<file path="config.mk">
export PLATFORM = sky130hd
export DESIGN_NAME = resp_multibulk_request_parser_flat
export DESIGN_NICKNAME = d
export VERILOG_FILES = /design/src/rtl/core/rpp_pkg.sv /design/src/rtl/core/rpp_in_if.sv /design/src/rtl/core/rpp_out_if.sv /design/src/rtl/core/rpp_front.sv /design/src/rtl/core/rpp_back.sv /design/src/rtl/core/resp_multibulk_request_parser.sv /design/src/flat_wrapper.sv
export VERILOG_INCLUDE_DIRS = /design/src /design/src/rtl/core
export SDC_FILE = /design/constraint.sdc
export NUM_CORES = 1
export LEC_CHECK = 0
export ABC_AREA = 0
export BUFFER_PORTS_ARGS = -buffer_cell sky130_fd_sc_hd__buf_2
export CAP_MARGIN = 20
export CELL_PAD_IN_SITES_DETAIL_PLACEMENT = 1
export CELL_PAD_IN_SITES_GLOBAL_PLACEMENT = 1
export CORE_UTILIZATION = 47
export DETAILED_ROUTE_END_ITERATION = 7
export GPL_TIMING_DRIVEN = 0
export PLACE_DENSITY = 0.87
export RECOVER_POWER = 100
export SYNTH_ARGS = -nofsm -noshare
export SYNTH_HDL_FRONTEND = slang
export SYNTH_SLANG_ARGS = --single-unit
</file>
<file path="constraint.sdc">
create_clock -name i_clk -period 5.04 [get_ports i_clk]
set_input_delay 1.26 -clock i_clk [delete_from_list [all_inputs] [get_ports i_clk]]
set_output_delay 1.26 -clock i_clk [all_outputs]
set_load 0.02 [all_outputs]
</file>
<file path="src/rtl/core/resp_multibulk_request_parser_assert.svh">
// ----------------------------------------------------------------------------
// Assertion macros for the RESP multibulk request parser
// Shared forms for the concurrent checks at the end of the top level.
// ----------------------------------------------------------------------------
`ifndef RESP_MULTIBULK_REQUEST_PARSER_ASSERT_SVH
`define RESP_MULTIBULK_REQUEST_PARSER_ASSERT_SVH

// The consequent must hold in the same cycle as the antecedent.
`define RPP_ASSERT_SAME(lbl, clk, rst_n, ante, cons) \
    lbl: assert property (@(posedge clk) disable iff (!(rst_n)) (ante) |-> (cons)) \
        else $error("rpp: same-cycle check failed");

// The consequent must hold in the cycle after the antecedent.
`define RPP_ASSERT_NEXT(lbl, clk, rst_n, ante, cons) \
    lbl: assert property (@(posedge clk) disable iff (!(rst_n)) (ante) |=> (cons)) \
        else $error("rpp: next-cycle check failed");

`endif

</file>
<file path="src/rtl/core/rpp_pkg.sv">
// ----------------------------------------------------------------------------
// rpp_pkg
// Types, byte codes, result codes and defaults of the RESP request parser.
// ----------------------------------------------------------------------------
package rpp_pkg;

    localparam int unsigned DEF_MAX_ARGS    = 1024;
    localparam int unsigned DEF_MAX_ARG_LEN = 1048576;

    localparam int unsigned ARGS_W   = 11;
    localparam int unsigned LEN_W    = 21;
    localparam int unsigned INDEX_W  = 10;
    localparam int unsigned KIND_W   = 2;
    localparam int unsigned CODE_W   = 3;

    localparam logic [LEN_W-1:0] ACC_MAX = {LEN_W{1'b1}};

    // Configuration port
    localparam int unsigned CFG_IDX_W  = 1;
    localparam int unsigned CFG_DATA_W = LEN_W;
    localparam logic [CFG_IDX_W-1:0] CFG_MAX_ARGS    = 1'b0;
    localparam logic [CFG_IDX_W-1:0] CFG_MAX_ARG_LEN = 1'b1;

    // Bytes of the protocol
    localparam logic [7:0] CH_STAR   = 8'h2A;
    localparam logic [7:0] CH_DOLLAR = 8'h24;
    localparam logic [7:0] CH_LF     = 8'h0A;
    localparam logic [7:0] CH_CR     = 8'h0D;
    localparam logic [7:0] CH_MINUS  = 8'h2D;
    localparam logic [7:0] CH_ZERO   = 8'h30;
    localparam logic [7:0] CH_NINE   = 8'h39;

    // Result kinds
    localparam logic [KIND_W-1:0] KIND_PAYLOAD = 2'd0;
    localparam logic [KIND_W-1:0] KIND_ARG_END = 2'd1;
    localparam logic [KIND_W-1:0] KIND_MSG_END = 2'd2;
    localparam logic [KIND_W-1:0] KIND_ERROR   = 2'd3;

    // Error codes
    localparam logic [CODE_W-1:0] ERR_NONE   = 3'd0;
    localparam logic [CODE_W-1:0] ERR_PREFIX = 3'd1;
    localparam logic [CODE_W-1:0] ERR_COUNT  = 3'd2;
    localparam logic [CODE_W-1:0] ERR_LENGTH = 3'd3;
    localparam logic [CODE_W-1:0] ERR_TERM   = 3'd4;

    // Queue between the classifier and the parser; depth is a power of two.
    localparam int unsigned QUEUE_DEPTH = 2;
    localparam int unsigned QPTR_W      = $clog2(QUEUE_DEPTH);
    localparam int unsigned QCNT_W      = $clog2(QUEUE_DEPTH + 1);

    // A received byte together with its class.
    typedef struct packed {
        logic [7:0] data;
        logic       is_star;
        logic       is_dollar;
        logic       is_cr;
        logic       is_lf;
        logic       is_minus;
        logic       is_digit;
        logic [3:0] digit;
    } t_byte_cls;

    // Head of the queue as seen by the parser.
    typedef struct packed {
        logic      valid;
        t_byte_cls cls;
    } t_q_head;

endpackage

</file>
<file path="src/rtl/core/rpp_in_if.sv">
// ----------------------------------------------------------------------------
// rpp_in_if
// Byte stream channel into the parser.
// ----------------------------------------------------------------------------
interface rpp_in_if;
    logic       valid;
    logic       ready;
    logic [7:0] data_byte;

    modport source (output valid, output data_byte, input ready);
    modport sink   (input valid, input data_byte, output ready);
endinterface

</file>
<file path="src/rtl/core/rpp_out_if.sv">
// ----------------------------------------------------------------------------
// rpp_out_if
// Result channel out of the parser.
// ----------------------------------------------------------------------------
interface rpp_out_if;
    logic                           valid;
    logic                           ready;
    logic [rpp_pkg::KIND_W-1:0]     kind;
    logic [7:0]                     payload_byte;
    logic [rpp_pkg::INDEX_W-1:0]    arg_index;
    logic [rpp_pkg::CODE_W-1:0]     error_code;

    modport source (output valid, output kind, output payload_byte, output arg_index,
                    output error_code, input ready);
    modport sink   (input valid, input kind, input payload_byte, input arg_index,
                    input error_code, output ready);
endinterface

</file>
<file path="src/rtl/core/rpp_front.sv">
// ----------------------------------------------------------------------------
// rpp_front
// Accepts received bytes, classifies them and holds them in a short queue.
// ----------------------------------------------------------------------------
module rpp_front (
    input  logic              i_clk,
    input  logic              i_rst_n,
    rpp_in_if.sink            i_in,
    input  logic              i_pop,
    output rpp_pkg::t_q_head  o_head
);

    rpp_pkg::t_byte_cls                 w_cls;
    rpp_pkg::t_byte_cls                 r_mem [rpp_pkg::QUEUE_DEPTH];
    logic [rpp_pkg::QPTR_W-1:0]         r_wptr;
    logic [rpp_pkg::QPTR_W-1:0]         r_rptr;
    logic [rpp_pkg::QCNT_W-1:0]         r_count;
    logic                               w_push;

    always_comb begin
        w_cls.data      = i_in.data_byte;
        w_cls.is_star   = (i_in.data_byte == rpp_pkg::CH_STAR);
        w_cls.is_dollar = (i_in.data_byte == rpp_pkg::CH_DOLLAR);
        w_cls.is_cr     = (i_in.data_byte == rpp_pkg::CH_CR);
        w_cls.is_lf     = (i_in.data_byte == rpp_pkg::CH_LF);
        w_cls.is_minus  = (i_in.data_byte == rpp_pkg::CH_MINUS);
        w_cls.is_digit  = (i_in.data_byte >= rpp_pkg::CH_ZERO) &&
                          (i_in.data_byte <= rpp_pkg::CH_NINE);
        w_cls.digit     = i_in.data_byte[3:0];
    end

    assign i_in.ready = (r_count != rpp_pkg::QCNT_W'(rpp_pkg::QUEUE_DEPTH));
    assign w_push     = i_in.valid && i_in.ready;

    assign o_head.valid = (r_count != '0);
    assign o_head.cls   = r_mem[r_rptr];

    always_ff @(posedge i_clk) begin
        if (w_push) begin
            r_mem[r_wptr] <= w_cls;
        end
    end

    // Pointers wrap on their own because the depth is a power of two.
    always_ff @(posedge i_clk) begin
        if (!i_rst_n) begin
            r_wptr  <= '0;
            r_rptr  <= '0;
            r_count <= '0;
        end else begin
            if (w_push) begin
                r_wptr <= r_wptr + 1'b1;
            end
            if (i_pop) begin
                r_rptr <= r_rptr + 1'b1;
            end
            if (w_push && !i_pop) begin
                r_count <= r_count + 1'b1;
            end else if (!w_push && i_pop) begin
                r_count <= r_count - 1'b1;
            end
        end
    end

endmodule

</file>
<file path="src/rtl/core/rpp_back.sv">
// ----------------------------------------------------------------------------
// rpp_back
// Request parser state machine with a registered result stage.
// ----------------------------------------------------------------------------
module rpp_back #(
    parameter int unsigned MAX_ARGS    = rpp_pkg::DEF_MAX_ARGS,
    parameter int unsigned MAX_ARG_LEN = rpp_pkg::DEF_MAX_ARG_LEN
) (
    input  logic                            i_clk,
    input  logic                            i_rst_n,
    input  rpp_pkg::t_q_head                i_head,
    output logic                            o_pop,
    input  logic [rpp_pkg::ARGS_W-1:0]      i_max_args,
    input  logic [rpp_pkg::LEN_W-1:0]       i_max_arg_len,
    rpp_out_if.source                       o_out
);

    // The registers are narrower than the parameter range, so the
    // parameters are clamped to what the registers can hold.
    localparam int unsigned ARGS_CAP = (MAX_ARGS > (2 ** rpp_pkg::ARGS_W) - 1) ?
                                       (2 ** rpp_pkg::ARGS_W) - 1 : MAX_ARGS;
    localparam int unsigned LEN_CAP  = (MAX_ARG_LEN > (2 ** rpp_pkg::LEN_W) - 1) ?
                                       (2 ** rpp_pkg::LEN_W) - 1 : MAX_ARG_LEN;

    typedef enum logic [13:0] {
        PH_CNT_PREFIX = 14'h0001,
        PH_CNT_FIRST  = 14'h0002,
        PH_CNT_DIGITS = 14'h0004,
        PH_CNT_TAIL   = 14'h0008,
        PH_CNT_SKIP   = 14'h0010,
        PH_LEN_PREFIX = 14'h0020,
        PH_LEN_FIRST  = 14'h0040,
        PH_LEN_DIGITS = 14'h0080,
        PH_LEN_TAIL   = 14'h0100,
        PH_LEN_SKIP   = 14'h0200,
        PH_PAYLOAD    = 14'h0400,
        PH_TERM_CR    = 14'h0800,
        PH_TERM_LF    = 14'h1000,
        PH_DISCARD    = 14'h2000
    } t_phase;

    t_phase                             r_phase, n_phase;
    logic [rpp_pkg::LEN_W-1:0]          r_accum, n_accum;
    logic                               r_neg, n_neg;
    logic [rpp_pkg::ARGS_W-1:0]         r_args_exp, n_args_exp;
    logic [rpp_pkg::ARGS_W-1:0]         r_args_done, n_args_done;
    logic [rpp_pkg::LEN_W-1:0]          r_bytes_left, n_bytes_left;

    logic                               r_out_valid;
    logic [rpp_pkg::KIND_W-1:0]         r_kind;
    logic [7:0]                         r_payload;
    logic [rpp_pkg::INDEX_W-1:0]        r_index;
    logic [rpp_pkg::CODE_W-1:0]         r_code;

    rpp_pkg::t_byte_cls                 w_c;
    logic [rpp_pkg::ARGS_W-1:0]         w_lim_args;
    logic [rpp_pkg::LEN_W-1:0]          w_lim_len;
    logic [rpp_pkg::LEN_W+3:0]          w_acc_wide;
    logic [rpp_pkg::LEN_W-1:0]          w_acc_sat;
    logic [rpp_pkg::ARGS_W-1:0]         w_args_inc;
    logic                               w_num_neg;
    logic                               w_emit;
    logic [rpp_pkg::KIND_W-1:0]         w_kind;
    logic [7:0]                         w_payload;
    logic [rpp_pkg::CODE_W-1:0]         w_code;
    logic                               w_fail;
    logic                               w_resync;

    assign w_c = i_head.cls;

    assign w_lim_args = (i_max_args < rpp_pkg::ARGS_W'(ARGS_CAP)) ?
                        i_max_args : rpp_pkg::ARGS_W'(ARGS_CAP);
    assign w_lim_len  = (i_max_arg_len < rpp_pkg::LEN_W'(LEN_CAP)) ?
                        i_max_arg_len : rpp_pkg::LEN_W'(LEN_CAP);

    // Decimal accumulate, saturating at the all-ones value.
    assign w_acc_wide = ({4'b0, r_accum} << 3) + ({4'b0, r_accum} << 1) +
                        {{rpp_pkg::LEN_W{1'b0}}, w_c.digit};
    assign w_acc_sat  = (|w_acc_wide[rpp_pkg::LEN_W+3:rpp_pkg::LEN_W]) ?
                        rpp_pkg::ACC_MAX : w_acc_wide[rpp_pkg::LEN_W-1:0];

    assign w_args_inc = r_args_done + 1'b1;
    // A minus sign with no digits, or with zero, reads as zero.
    assign w_num_neg  = r_neg && (r_accum != '0);

    assign o_pop = i_head.valid && (!r_out_valid || o_out.ready);

    always_comb begin
        n_phase      = r_phase;
        n_accum      = r_accum;
        n_neg        = r_neg;
        n_args_exp   = r_args_exp;
        n_args_done  = r_args_done;
        n_bytes_left = r_bytes_left;
        w_emit       = 1'b0;
        w_kind       = rpp_pkg::KIND_PAYLOAD;
        w_payload    = '0;
        w_code       = rpp_pkg::ERR_NONE;
        w_fail       = 1'b0;
        w_resync     = 1'b0;

        unique case (r_phase)
            PH_CNT_PREFIX, PH_LEN_PREFIX: begin
                if ((r_phase == PH_CNT_PREFIX) ? !w_c.is_star : !w_c.is_dollar) begin
                    w_fail = 1'b1;
                    w_code = rpp_pkg::ERR_PREFIX;
                end else begin
                    n_accum = '0;
                    n_neg   = 1'b0;
                    n_phase = (r_phase == PH_CNT_PREFIX) ? PH_CNT_FIRST : PH_LEN_FIRST;
                end
            end
            PH_CNT_FIRST, PH_CNT_DIGITS, PH_CNT_TAIL: begin
                if (w_c.is_cr) begin
                    if (w_num_neg || (r_accum == '0) ||
                        (r_accum > {{(rpp_pkg::LEN_W-rpp_pkg::ARGS_W){1'b0}}, w_lim_args})) begin
                        w_fail = 1'b1;
                        w_code = rpp_pkg::ERR_COUNT;
                    end else begin
                        n_args_exp  = r_accum[rpp_pkg::ARGS_W-1:0];
                        n_args_done = '0;
                        n_phase     = PH_CNT_SKIP;
                    end
                end else if ((r_phase == PH_CNT_FIRST) && w_c.is_minus) begin
                    n_neg   = 1'b1;
                    n_phase = PH_CNT_DIGITS;
                end else if ((r_phase != PH_CNT_TAIL) && w_c.is_digit) begin
                    n_accum = w_acc_sat;
                    n_phase = PH_CNT_DIGITS;
                end else begin
                    n_phase = PH_CNT_TAIL;
                end
            end
            PH_CNT_SKIP: begin
                n_phase = PH_LEN_PREFIX;
            end
            PH_LEN_FIRST, PH_LEN_DIGITS, PH_LEN_TAIL: begin
                if (w_c.is_cr) begin
                    if (w_num_neg || (r_accum > w_lim_len)) begin
                        w_fail = 1'b1;
                        w_code = rpp_pkg::ERR_LENGTH;
                    end else begin
                        n_bytes_left = r_accum;
                        n_phase      = PH_LEN_SKIP;
                    end
                end else if ((r_phase == PH_LEN_FIRST) && w_c.is_minus) begin
                    n_neg   = 1'b1;
                    n_phase = PH_LEN_DIGITS;
                end else if ((r_phase != PH_LEN_TAIL) && w_c.is_digit) begin
                    n_accum = w_acc_sat;
                    n_phase = PH_LEN_DIGITS;
                end else begin
                    n_phase = PH_LEN_TAIL;
                end
            end
            PH_LEN_SKIP: begin
                n_phase = (r_bytes_left != '0) ? PH_PAYLOAD : PH_TERM_CR;
            end
            PH_PAYLOAD: begin
                w_emit       = 1'b1;
                w_kind       = rpp_pkg::KIND_PAYLOAD;
                w_payload    = w_c.data;
                n_bytes_left = r_bytes_left - 1'b1;
                if (r_bytes_left == rpp_pkg::LEN_W'(1)) begin
                    n_phase = PH_TERM_CR;
                end
            end
            PH_TERM_CR: begin
                if (!w_c.is_cr) begin
                    w_fail = 1'b1;
                    w_code = rpp_pkg::ERR_TERM;
                end else begin
                    n_phase = PH_TERM_LF;
                end
            end
            PH_TERM_LF: begin
                if (!w_c.is_lf) begin
                    w_fail = 1'b1;
                    w_code = rpp_pkg::ERR_TERM;
                end else if (w_args_inc == r_args_exp) begin
                    w_emit   = 1'b1;
                    w_kind   = rpp_pkg::KIND_MSG_END;
                    w_resync = 1'b1;
                end else begin
                    w_emit      = 1'b1;
                    w_kind      = rpp_pkg::KIND_ARG_END;
                    n_args_done = w_args_inc;
                    n_phase     = PH_LEN_PREFIX;
                end
            end
            PH_DISCARD: begin
                w_resync = w_c.is_lf;
            end
            default: begin
                w_resync = w_c.is_lf;
                n_phase  = PH_DISCARD;
            end
        endcase

        // An error on an LF byte resyncs at once; otherwise drop to the next LF.
        if (w_fail) begin
            w_emit    = 1'b1;
            w_kind    = rpp_pkg::KIND_ERROR;
            w_payload = '0;
            if (w_c.is_lf) begin
                w_resync = 1'b1;
            end else begin
                n_phase = PH_DISCARD;
            end
        end

        if (w_resync) begin
            n_phase      = PH_CNT_PREFIX;
            n_accum      = '0;
            n_neg        = 1'b0;
            n_args_exp   = '0;
            n_args_done  = '0;
            n_bytes_left = '0;
        end
    end

    always_ff @(posedge i_clk) begin
        if (!i_rst_n) begin
            r_phase      <= PH_CNT_PREFIX;
            r_accum      <= '0;
            r_neg        <= 1'b0;
            r_args_exp   <= '0;
            r_args_done  <= '0;
            r_bytes_left <= '0;
            r_out_valid  <= 1'b0;
        end else begin
            if (o_pop) begin
                r_phase      <= n_phase;
                r_accum      <= n_accum;
                r_neg        <= n_neg;
                r_args_exp   <= n_args_exp;
                r_args_done  <= n_args_done;
                r_bytes_left <= n_bytes_left;
                r_out_valid  <= w_emit;
            end else if (o_out.ready) begin
                r_out_valid  <= 1'b0;
            end
        end
    end

    // The result index is the argument count before this byte's update.
    always_ff @(posedge i_clk) begin
        if (o_pop && w_emit) begin
            r_kind    <= w_kind;
            r_payload <= w_payload;
            r_index   <= r_args_done[rpp_pkg::INDEX_W-1:0];
            r_code    <= w_code;
        end
    end

    assign o_out.valid        = r_out_valid;
    assign o_out.kind         = r_kind;
    assign o_out.payload_byte = r_payload;
    assign o_out.arg_index    = r_index;
    assign o_out.error_code   = r_code;

endmodule

</file>
<file path="src/rtl/core/resp_multibulk_request_parser.sv">
// Result path: an accepted byte enters the byte queue; its result is
// written into the result register when the parser pops the byte.
// Throughput: one byte per cycle unless results wait; the parser updates
// once per byte; the two-entry queue absorbs output stalls until full.
// Reset: synchronous, active low; clears the queue and parser state and
// loads the default argument count and length limits.
// ----------------------------------------------------------------------------
// resp_multibulk_request_parser
// Top level: configuration registers, byte classifier queue and parser.
// ----------------------------------------------------------------------------
`include "resp_multibulk_request_parser_assert.svh"

module resp_multibulk_request_parser #(
    parameter int unsigned MAX_ARGS    = rpp_pkg::DEF_MAX_ARGS,
    parameter int unsigned MAX_ARG_LEN = rpp_pkg::DEF_MAX_ARG_LEN
) (
    input  logic                                i_clk,
    input  logic                                i_rst_n,
    input  logic                                i_cfg_we,
    input  logic [rpp_pkg::CFG_IDX_W-1:0]       i_cfg_index,
    input  logic [rpp_pkg::CFG_DATA_W-1:0]      i_cfg_data,
    rpp_in_if.sink                              i_in,
    rpp_out_if.source                           o_out
);

    logic [rpp_pkg::ARGS_W-1:0]     r_max_args;
    logic [rpp_pkg::LEN_W-1:0]      r_max_arg_len;
    rpp_pkg::t_q_head               w_head;
    logic                           w_pop;

    always_ff @(posedge i_clk) begin
        if (!i_rst_n) begin
            r_max_args    <= rpp_pkg::ARGS_W'(rpp_pkg::DEF_MAX_ARGS);
            r_max_arg_len <= rpp_pkg::LEN_W'(rpp_pkg::DEF_MAX_ARG_LEN);
        end else if (i_cfg_we) begin
            unique case (i_cfg_index)
                rpp_pkg::CFG_MAX_ARGS:    r_max_args    <= i_cfg_data[rpp_pkg::ARGS_W-1:0];
                rpp_pkg::CFG_MAX_ARG_LEN: r_max_arg_len <= i_cfg_data[rpp_pkg::LEN_W-1:0];
                default: begin
                end
            endcase
        end
    end

    rpp_front u_front (
        .i_clk   (i_clk),
        .i_rst_n (i_rst_n),
        .i_in    (i_in),
        .i_pop   (w_pop),
        .o_head  (w_head)
    );

    rpp_back #(
        .MAX_ARGS    (MAX_ARGS),
        .MAX_ARG_LEN (MAX_ARG_LEN)
    ) u_back (
        .i_clk         (i_clk),
        .i_rst_n       (i_rst_n),
        .i_head        (w_head),
        .o_pop         (w_pop),
        .i_max_args    (r_max_args),
        .i_max_arg_len (r_max_arg_len),
        .o_out         (o_out)
    );

    // The parser only takes a byte that the queue holds.
    `RPP_ASSERT_SAME(a_pop_has_item, i_clk, i_rst_n, w_pop, w_head.valid)
    // Error results, and only those, carry an error code.
    `RPP_ASSERT_SAME(a_code_matches_kind, i_clk, i_rst_n, o_out.valid,
        (o_out.kind == rpp_pkg::KIND_ERROR) == (o_out.error_code != rpp_pkg::ERR_NONE))
    // Only payload results carry a data byte.
    `RPP_ASSERT_SAME(a_payload_only_data, i_clk, i_rst_n,
        o_out.valid && (o_out.kind != rpp_pkg::KIND_PAYLOAD), o_out.payload_byte == 8'h00)
    // A result that waits for the receiver stays valid and unchanged.
    `RPP_ASSERT_NEXT(a_stall_holds, i_clk, i_rst_n,
        o_out.valid && !o_out.ready, o_out.valid && $stable(o_out.kind))

endmodule

</file>
<file path="src/flat_wrapper.sv">
// flat-port wrapper written by rule: the top's interface ports become plain ports
module resp_multibulk_request_parser_flat 
#(
    parameter int unsigned MAX_ARGS    = rpp_pkg::DEF_MAX_ARGS,
    parameter int unsigned MAX_ARG_LEN = rpp_pkg::DEF_MAX_ARG_LEN
)
  (i_clk, i_rst_n, i_cfg_we, i_cfg_index, i_cfg_data, i_in_valid, i_in_data_byte, i_in_ready, o_out_valid, o_out_kind, o_out_payload_byte, o_out_arg_index, o_out_error_code, o_out_ready);
  rpp_in_if i_in_i ();
  rpp_out_if o_out_i ();
  input  logic i_clk;
  input  logic i_rst_n;
  input  logic i_cfg_we;
  input  logic [rpp_pkg::CFG_IDX_W-1:0] i_cfg_index;
  input  logic [rpp_pkg::CFG_DATA_W-1:0] i_cfg_data;
  input wire logic [$bits(i_in_i.valid)-1:0] i_in_valid;
  input wire logic [$bits(i_in_i.data_byte)-1:0] i_in_data_byte;
  output wire logic [$bits(i_in_i.ready)-1:0] i_in_ready;
  output wire logic [$bits(o_out_i.valid)-1:0] o_out_valid;
  output wire logic [$bits(o_out_i.kind)-1:0] o_out_kind;
  output wire logic [$bits(o_out_i.payload_byte)-1:0] o_out_payload_byte;
  output wire logic [$bits(o_out_i.arg_index)-1:0] o_out_arg_index;
  output wire logic [$bits(o_out_i.error_code)-1:0] o_out_error_code;
  input wire logic [$bits(o_out_i.ready)-1:0] o_out_ready;
  assign i_in_i.valid = i_in_valid;
  assign i_in_i.data_byte = i_in_data_byte;
  assign i_in_ready = i_in_i.ready;
  assign o_out_valid = o_out_i.valid;
  assign o_out_kind = o_out_i.kind;
  assign o_out_payload_byte = o_out_i.payload_byte;
  assign o_out_arg_index = o_out_i.arg_index;
  assign o_out_error_code = o_out_i.error_code;
  assign o_out_i.ready = o_out_ready;
  resp_multibulk_request_parser #(.MAX_ARGS(MAX_ARGS), .MAX_ARG_LEN(MAX_ARG_LEN)) u_core (.i_clk(i_clk), .i_rst_n(i_rst_n), .i_cfg_we(i_cfg_we), .i_cfg_index(i_cfg_index), .i_cfg_data(i_cfg_data), .i_in(i_in_i), .o_out(o_out_i));
endmodule
</file>
# Word-level counts from Yosys, hierarchy flattened
# Memory sizes are Yosys's and may differ from the RTL's. A register that Yosys moved wholly into a read port is not among the register bits.
# Cells that the tools add are included.
dict set report op_classes {
  addsub 8
  magnitude_cmp 6
  eq_ne 40
  n_mux 88
  bitwise 2
  n_reduce_logical 44
}
# op count
set op_table {}
lappend op_table {{$mux W21} 13}
lappend op_table {{$mux W14} 12}
lappend op_table {{$pmux W14 S9} 1}
lappend op_table {{$mux W11} 10}
lappend op_table {{$pmux W21 S3} 1}
lappend op_table {{$ne A3 B3 Y1 const B} 15}
lappend op_table {{$pmux W21 S2} 1}
lappend op_table {{$reduce_bool A21 Y1} 2}
lappend op_table {{$mux W1} 27}
lappend op_table {{$add A24 B22 Y25} 1}
lappend op_table {{$add A25 B4 Y25} 1}
lappend op_table {{$eq A8 B6 Y1 const B} 3}
lappend op_table {{$pmux W11 S2} 1}
lappend op_table {{$eq A21 B1 Y1 const B} 1}
lappend op_table {{$gt A21 B11 Y1} 1}
lappend op_table {{$gt A21 B21 Y1} 1}
lappend op_table {{$logic_not A21 Y1} 1}
lappend op_table {{$lt A21 B21 Y1 const B} 1}
lappend op_table {{$sub A21 B1 Y21 const B} 1}
lappend op_table {{$mux W2} 9}
lappend op_table {{$mux W9} 2}
lappend op_table {{$eq A8 B4 Y1 const B} 2}
lappend op_table {{$pmux W3 S5} 1}
lappend op_table {{$eq A14 B1 Y1 const B} 1}
lappend op_table {{other kinds (47)} 79}
dict set report word_totals {
  reg_bits 139
  ramBits 36
  in_bits 35
  output_inout_bits 25
  mem_count 1
}
# memory words width rd rd_clocked_by_memory_dff wr line_no
set mem_list {}
lappend mem_list {u_core.u_front.r_mem 2 18 1 1 1 rpp_front.sv:14} ;# rpp_pkg::t_byte_cls r_mem [rpp_pkg::QUEUE_DEPTH];

# Longest topological paths before layout
dict set report logic_depth {
  ltp_word 10
  depth_mapped 16
}

# Hierarchy
# From an unflattened synthesis, not the netlist that was laid out.
dict set report unflattened {
  cells_unflattened 1181
  area_unflattened_um2 10911.7
}
# mod instances cells_per_inst area_each_um2 seq_area_each_um2
set modules_own_cells {}
lappend modules_own_cells {rpp_back 1 964 8326.7 2292.2}
lappend modules_own_cells {rpp_front 1 86 1341.3 940.9}
lappend modules_own_cells {resp_multibulk_request_parser 1 131 1243.7 640.6}

# Worst setup path before layout
# No wires, ideal clock.
dict set report synth_path {
  kind {register to register}
  start {register (tool-made name)}
  end {register u_core.u_back.r_accum[20] in the netlist's numbering}
  setup_time_ns 0.117
  arrival_time_ns 4.419
  required_ns 4.923
  slack_ns 0.504
  stages_incl_launch_ff 16
  path_buffers 3
  cell_sequence {dfxtp_1 > clkbuf_1 > clkbuf_1 > mux2_2 > fa_1 > ha_1 > a211oi_1 > nor3_1 > or3b_2 > o21ai_0 > a21oi_1 > or2_2 > a211o_1 > clkbuf_1 > a21oi_1 > o2bb2ai_1}
}
# element line_no
set synth_lines {}
lappend synth_lines {{end signal: assignment} rpp_back.sv:234} ;# r_accum <= n_accum;
lappend synth_lines {{end: declaration} rpp_back.sv:43} ;# logic [rpp_pkg::LEN_W-1:0] r_accum, n_accum;

==> flow_summary.json <==
{
  "cap_violations": 0,
  "synthTopCellsByCount": "185 x nand2_1, 117 x dfxtp_1, 82 x nor2_1",
  "power_mw": 4.21,
  "dr.pass1.iters": 5,
  "fin_skew_ns": 0.0127,
  "worst_setup_path_start_kind": "register",
  "fillers": 2546,
  "yosysMostFrequentCell": "nand2_1",
  "synth_seq_area_share": 0.377,
  "rsz0062_at_grt": "false",
  "worst_path_max_delay_cell": "fa_1",
  "antennaDiodeCount": 0,
  "totalWireLength_um": 32200,
  "clk_pin_slew_worst_paths_ns": 0.07,
  "grt_pass1_wl_um": 52000,
  "h-tree-depth": 4,
  "status": "complete, no violations",
  "gp_congestion": 0.933,
  "hpwl_um": 23300,
  "cellLeakagePower_nw": 4.44,
  "die_area_um2": 22500,
  "slew_headroom": 0.282,
  "criticalPathCategory": "reg2reg",
  "fin_util": 0.541,
  "track_usage": 0.299,
  "fin_crit_ns": 4.79,
  "power.density_nw_per_um2": 367,
  "cts_tree": "done",
  "die_y_um": 150,
  "ant_nets": 0,
  "drive_gt1_frac": 0.0732,
  "start_util": 0.484,
  "fin_nets": 1386,
  "max_freq_mhz": 209,
  "synthFlopType": "dfxtp_1",
  "worstPathCellList": "clkbuf_4 -> mux2_1 -> fa_1 -> ha_1 -> a211oi_1 -> nor3_1 -> or3b_2 -> o21ai_1 -> a21oi_1 -> or2_2 -> a211o_1 -> clkbuf_2 -> a21oi_1 -> o2bb2ai_1",
  "synth_cell_type_count": 80,
  "overflow": 0,
  "worst_path_most_repeated_cell": "a21oi_1",
  "final-seq-area_um2": 3870,
  "worst_hold_path_type": "reg2reg",
  "io_buffers": 59,
  "synth_cells": 1194,
  "synth-async-reset-ratio": 0,
  "tightest_slew_ns": 1.06,
  "synth-edff-count": 51,
  "vias": 9701,
  "ios": 60,
  "clkLatencyLatePin_ns": 0.44,
  "hold_viol": 0,
  "root_buffer": "clkbuf_16",
  "crit_path_max_fanout": 10,
  "wl_per_cell_um": 20.6,
  "antenna_found_initial": 0,
  "drc": 0,
  "syn_nets": 1308,
  "cts_sinks": 168,
  "synth_area_um2": 10300,
  "first_global_vias": 9985,
  "setup_viol": 0,
  "cpPeakStageDelay_ns": 0.58,
  "yosysWarnings": 0,
  "grt_max_degree": 25,
  "multiInputGateArea_um2": 6040,
  "ir_drop_mv": 0.221,
  "cts_buffers": 17,
  "die_w_um": 150,
  "yosysTopAreaCellShare": 0.228,
  "synth-seq-cells": 168,
  "worstPathArrival_ns": 5.11,
  "core-area_um2": 21200,
  "viasPerCell": 6.22,
  "critical_path_required_ns": 5.36,
  "cts-hold-fix-buffers": 0,
  "ys_top_cells_by_area": "dfxtp_1 23%, edfxtp_1 15%, ha_1 9.4%, nand2_1 6.8%, o21ai_0 3.8%",
  "synth.avg_cell_area_um2": 8.61,
  "synth_top_area_cell": "dfxtp_1",
  "period_share": 0.950,
  "rows": 53,
  "slew_viol_final": 0,
  "clock_path_buffers": 2,
  "drt_iter0_markers": 510,
  "areaGrowthSynthToFinish_pct": 11.6,
  "cp-end-kind": "register"
}
[per-stage QoR]
stage	hold slack, ns	instance area (µm²)	setup slack [ns]	setup TNS (ns)	cells
floorplan	0.406	10300	0.504	0	1194
global placement	0.409	10900	-0.314	-12.73	1528
detailed placement	0.418	10900	-0.403	-6.14	1529
CTS	0.437	11500	0.0806	0	1560
global route	0.447	11500	0.0550	0	1560
finish	0.431	11500	0.251	0	1560
[report_power, final]
group / switching, mW / internal, mW
Clock: 0.630 / 0.711
Sequential: 0.0852 / 1.58
Combinational: 0.862 / 0.344
Total: 1.58 / 2.63
[path summary, 6_finish.rpt]
path                                                  start                                    endpoint  slack [ns]  cells after the start
setup reg to reg                                   register      u_core.u_back.r_accum[20]$_SDFFE_PN0P_        0.25                     14
hold reg to reg   u_core.u_back.r_args_done[6]$_SDFFE_PN0P_  u_core.u_back.o_out.arg_index[6]$_DFFE_PP_        0.43                      0
setup / recovery                                   register      u_core.u_back.r_accum[20]$_SDFFE_PN0P_        0.25                     14
hold / removal    u_core.u_back.r_args_done[6]$_SDFFE_PN0P_  u_core.u_back.o_out.arg_index[6]$_DFFE_PP_        0.43                      0
[repair_timing]
action / CTS / global route
endpoints found under the hold margin: 0 / 0
setup endpoints to repair: 21 / 20
pin swaps: 0 / 0
gates resized for setup: 3 / 5
buffers inserted: 0 / 0
[state kept, by name, indices dropped and copies added (netlist names), 2 cells and up, named ones only]
register / cells
u_core.u_front.r_count: 2
u_core.r_max_args: 11
u_core.u_back.r_accum: 21
u_core.u_back.o_out.payload_byte: 8
u_core.u_back.r_args_done: 11
u_core.u_back.r_phase: 14
u_core.u_front.r_mem: 28
u_core.u_back.o_out.error_code: 3
u_core.r_max_arg_len: 21
u_core.u_back.r_args_exp: 11
u_core.u_back.o_out.kind: 2
u_core.u_back.r_bytes_left: 21
u_core.u_back.o_out.arg_index: 10
[metal layers]
| layer | GRT usage | share of wire |
|---|---|---|
| met5 | 0 | 0 |
| met4 | 0.140 | 0.035 |
| met3 | 0.0448 | 0.052 |
| met2 | 0.529 | 0.50 |
| met1 | 0.354 | 0.41 |
[critical path: cells and delay by family, from the launching register on]
kind                     cells  cell delay (ns)
AO/OA/AOI/OAI                6             1.35
adder cells (fa/ha/maj)      2             0.95
AND/OR/NAND/NOR              3             0.92
buffers and inverters        2             0.53
multiplexers                 1             0.45
flip-flops                   1             0.46
[layout make-up]
class,instances,area share
Multi-Input combinational cell,936,0.527
Sequential cell,168,0.338
Clock buffer,17,0.0371
Tap cell,275,0.0300
Buffer,64,0.0228
Timing Repair Buffer,60,0.0224
Clock inverter,15,0.0152
Inverter,25,0.00818
[layout by cell type (no fill, tap or decap), types with 18 or more instances in the layout]
master     instances
o21ai_0           77
xnor2_1           22
dfxtp_1          116
nand2_1          185
nor3_1            33
o2bb2ai_1         21
nor4_1            18
nor2_1            82
nand3_1           50
a21boi_0          38
a21oi_1           59
buf_2             30
edfxtp_1          51
nand4_1           19
inv_1             25
clkbuf_1          87
ha_1              77
[cells by family (layout without fill, tap and decap cells)]
| logic type | count (synthesis) | after routing | share of synthesized area |
|---|---|---|---|
| XOR/XNOR | 38 | 38 | 0.0324 |
| multiplexers | 22 | 22 | 0.0222 |
| AO/OA/AOI/OAI | 296 | 296 | 0.193 |
| buffers and inverters | 90 | 181 | 0.0346 |
| AND/OR/NAND/NOR | 501 | 501 | 0.243 |
| flip-flops | 168 | 168 | 0.377 |
| adder cells (fa/ha/maj) | 79 | 79 | 0.0977 |
(Power assumes the default switching activity.)
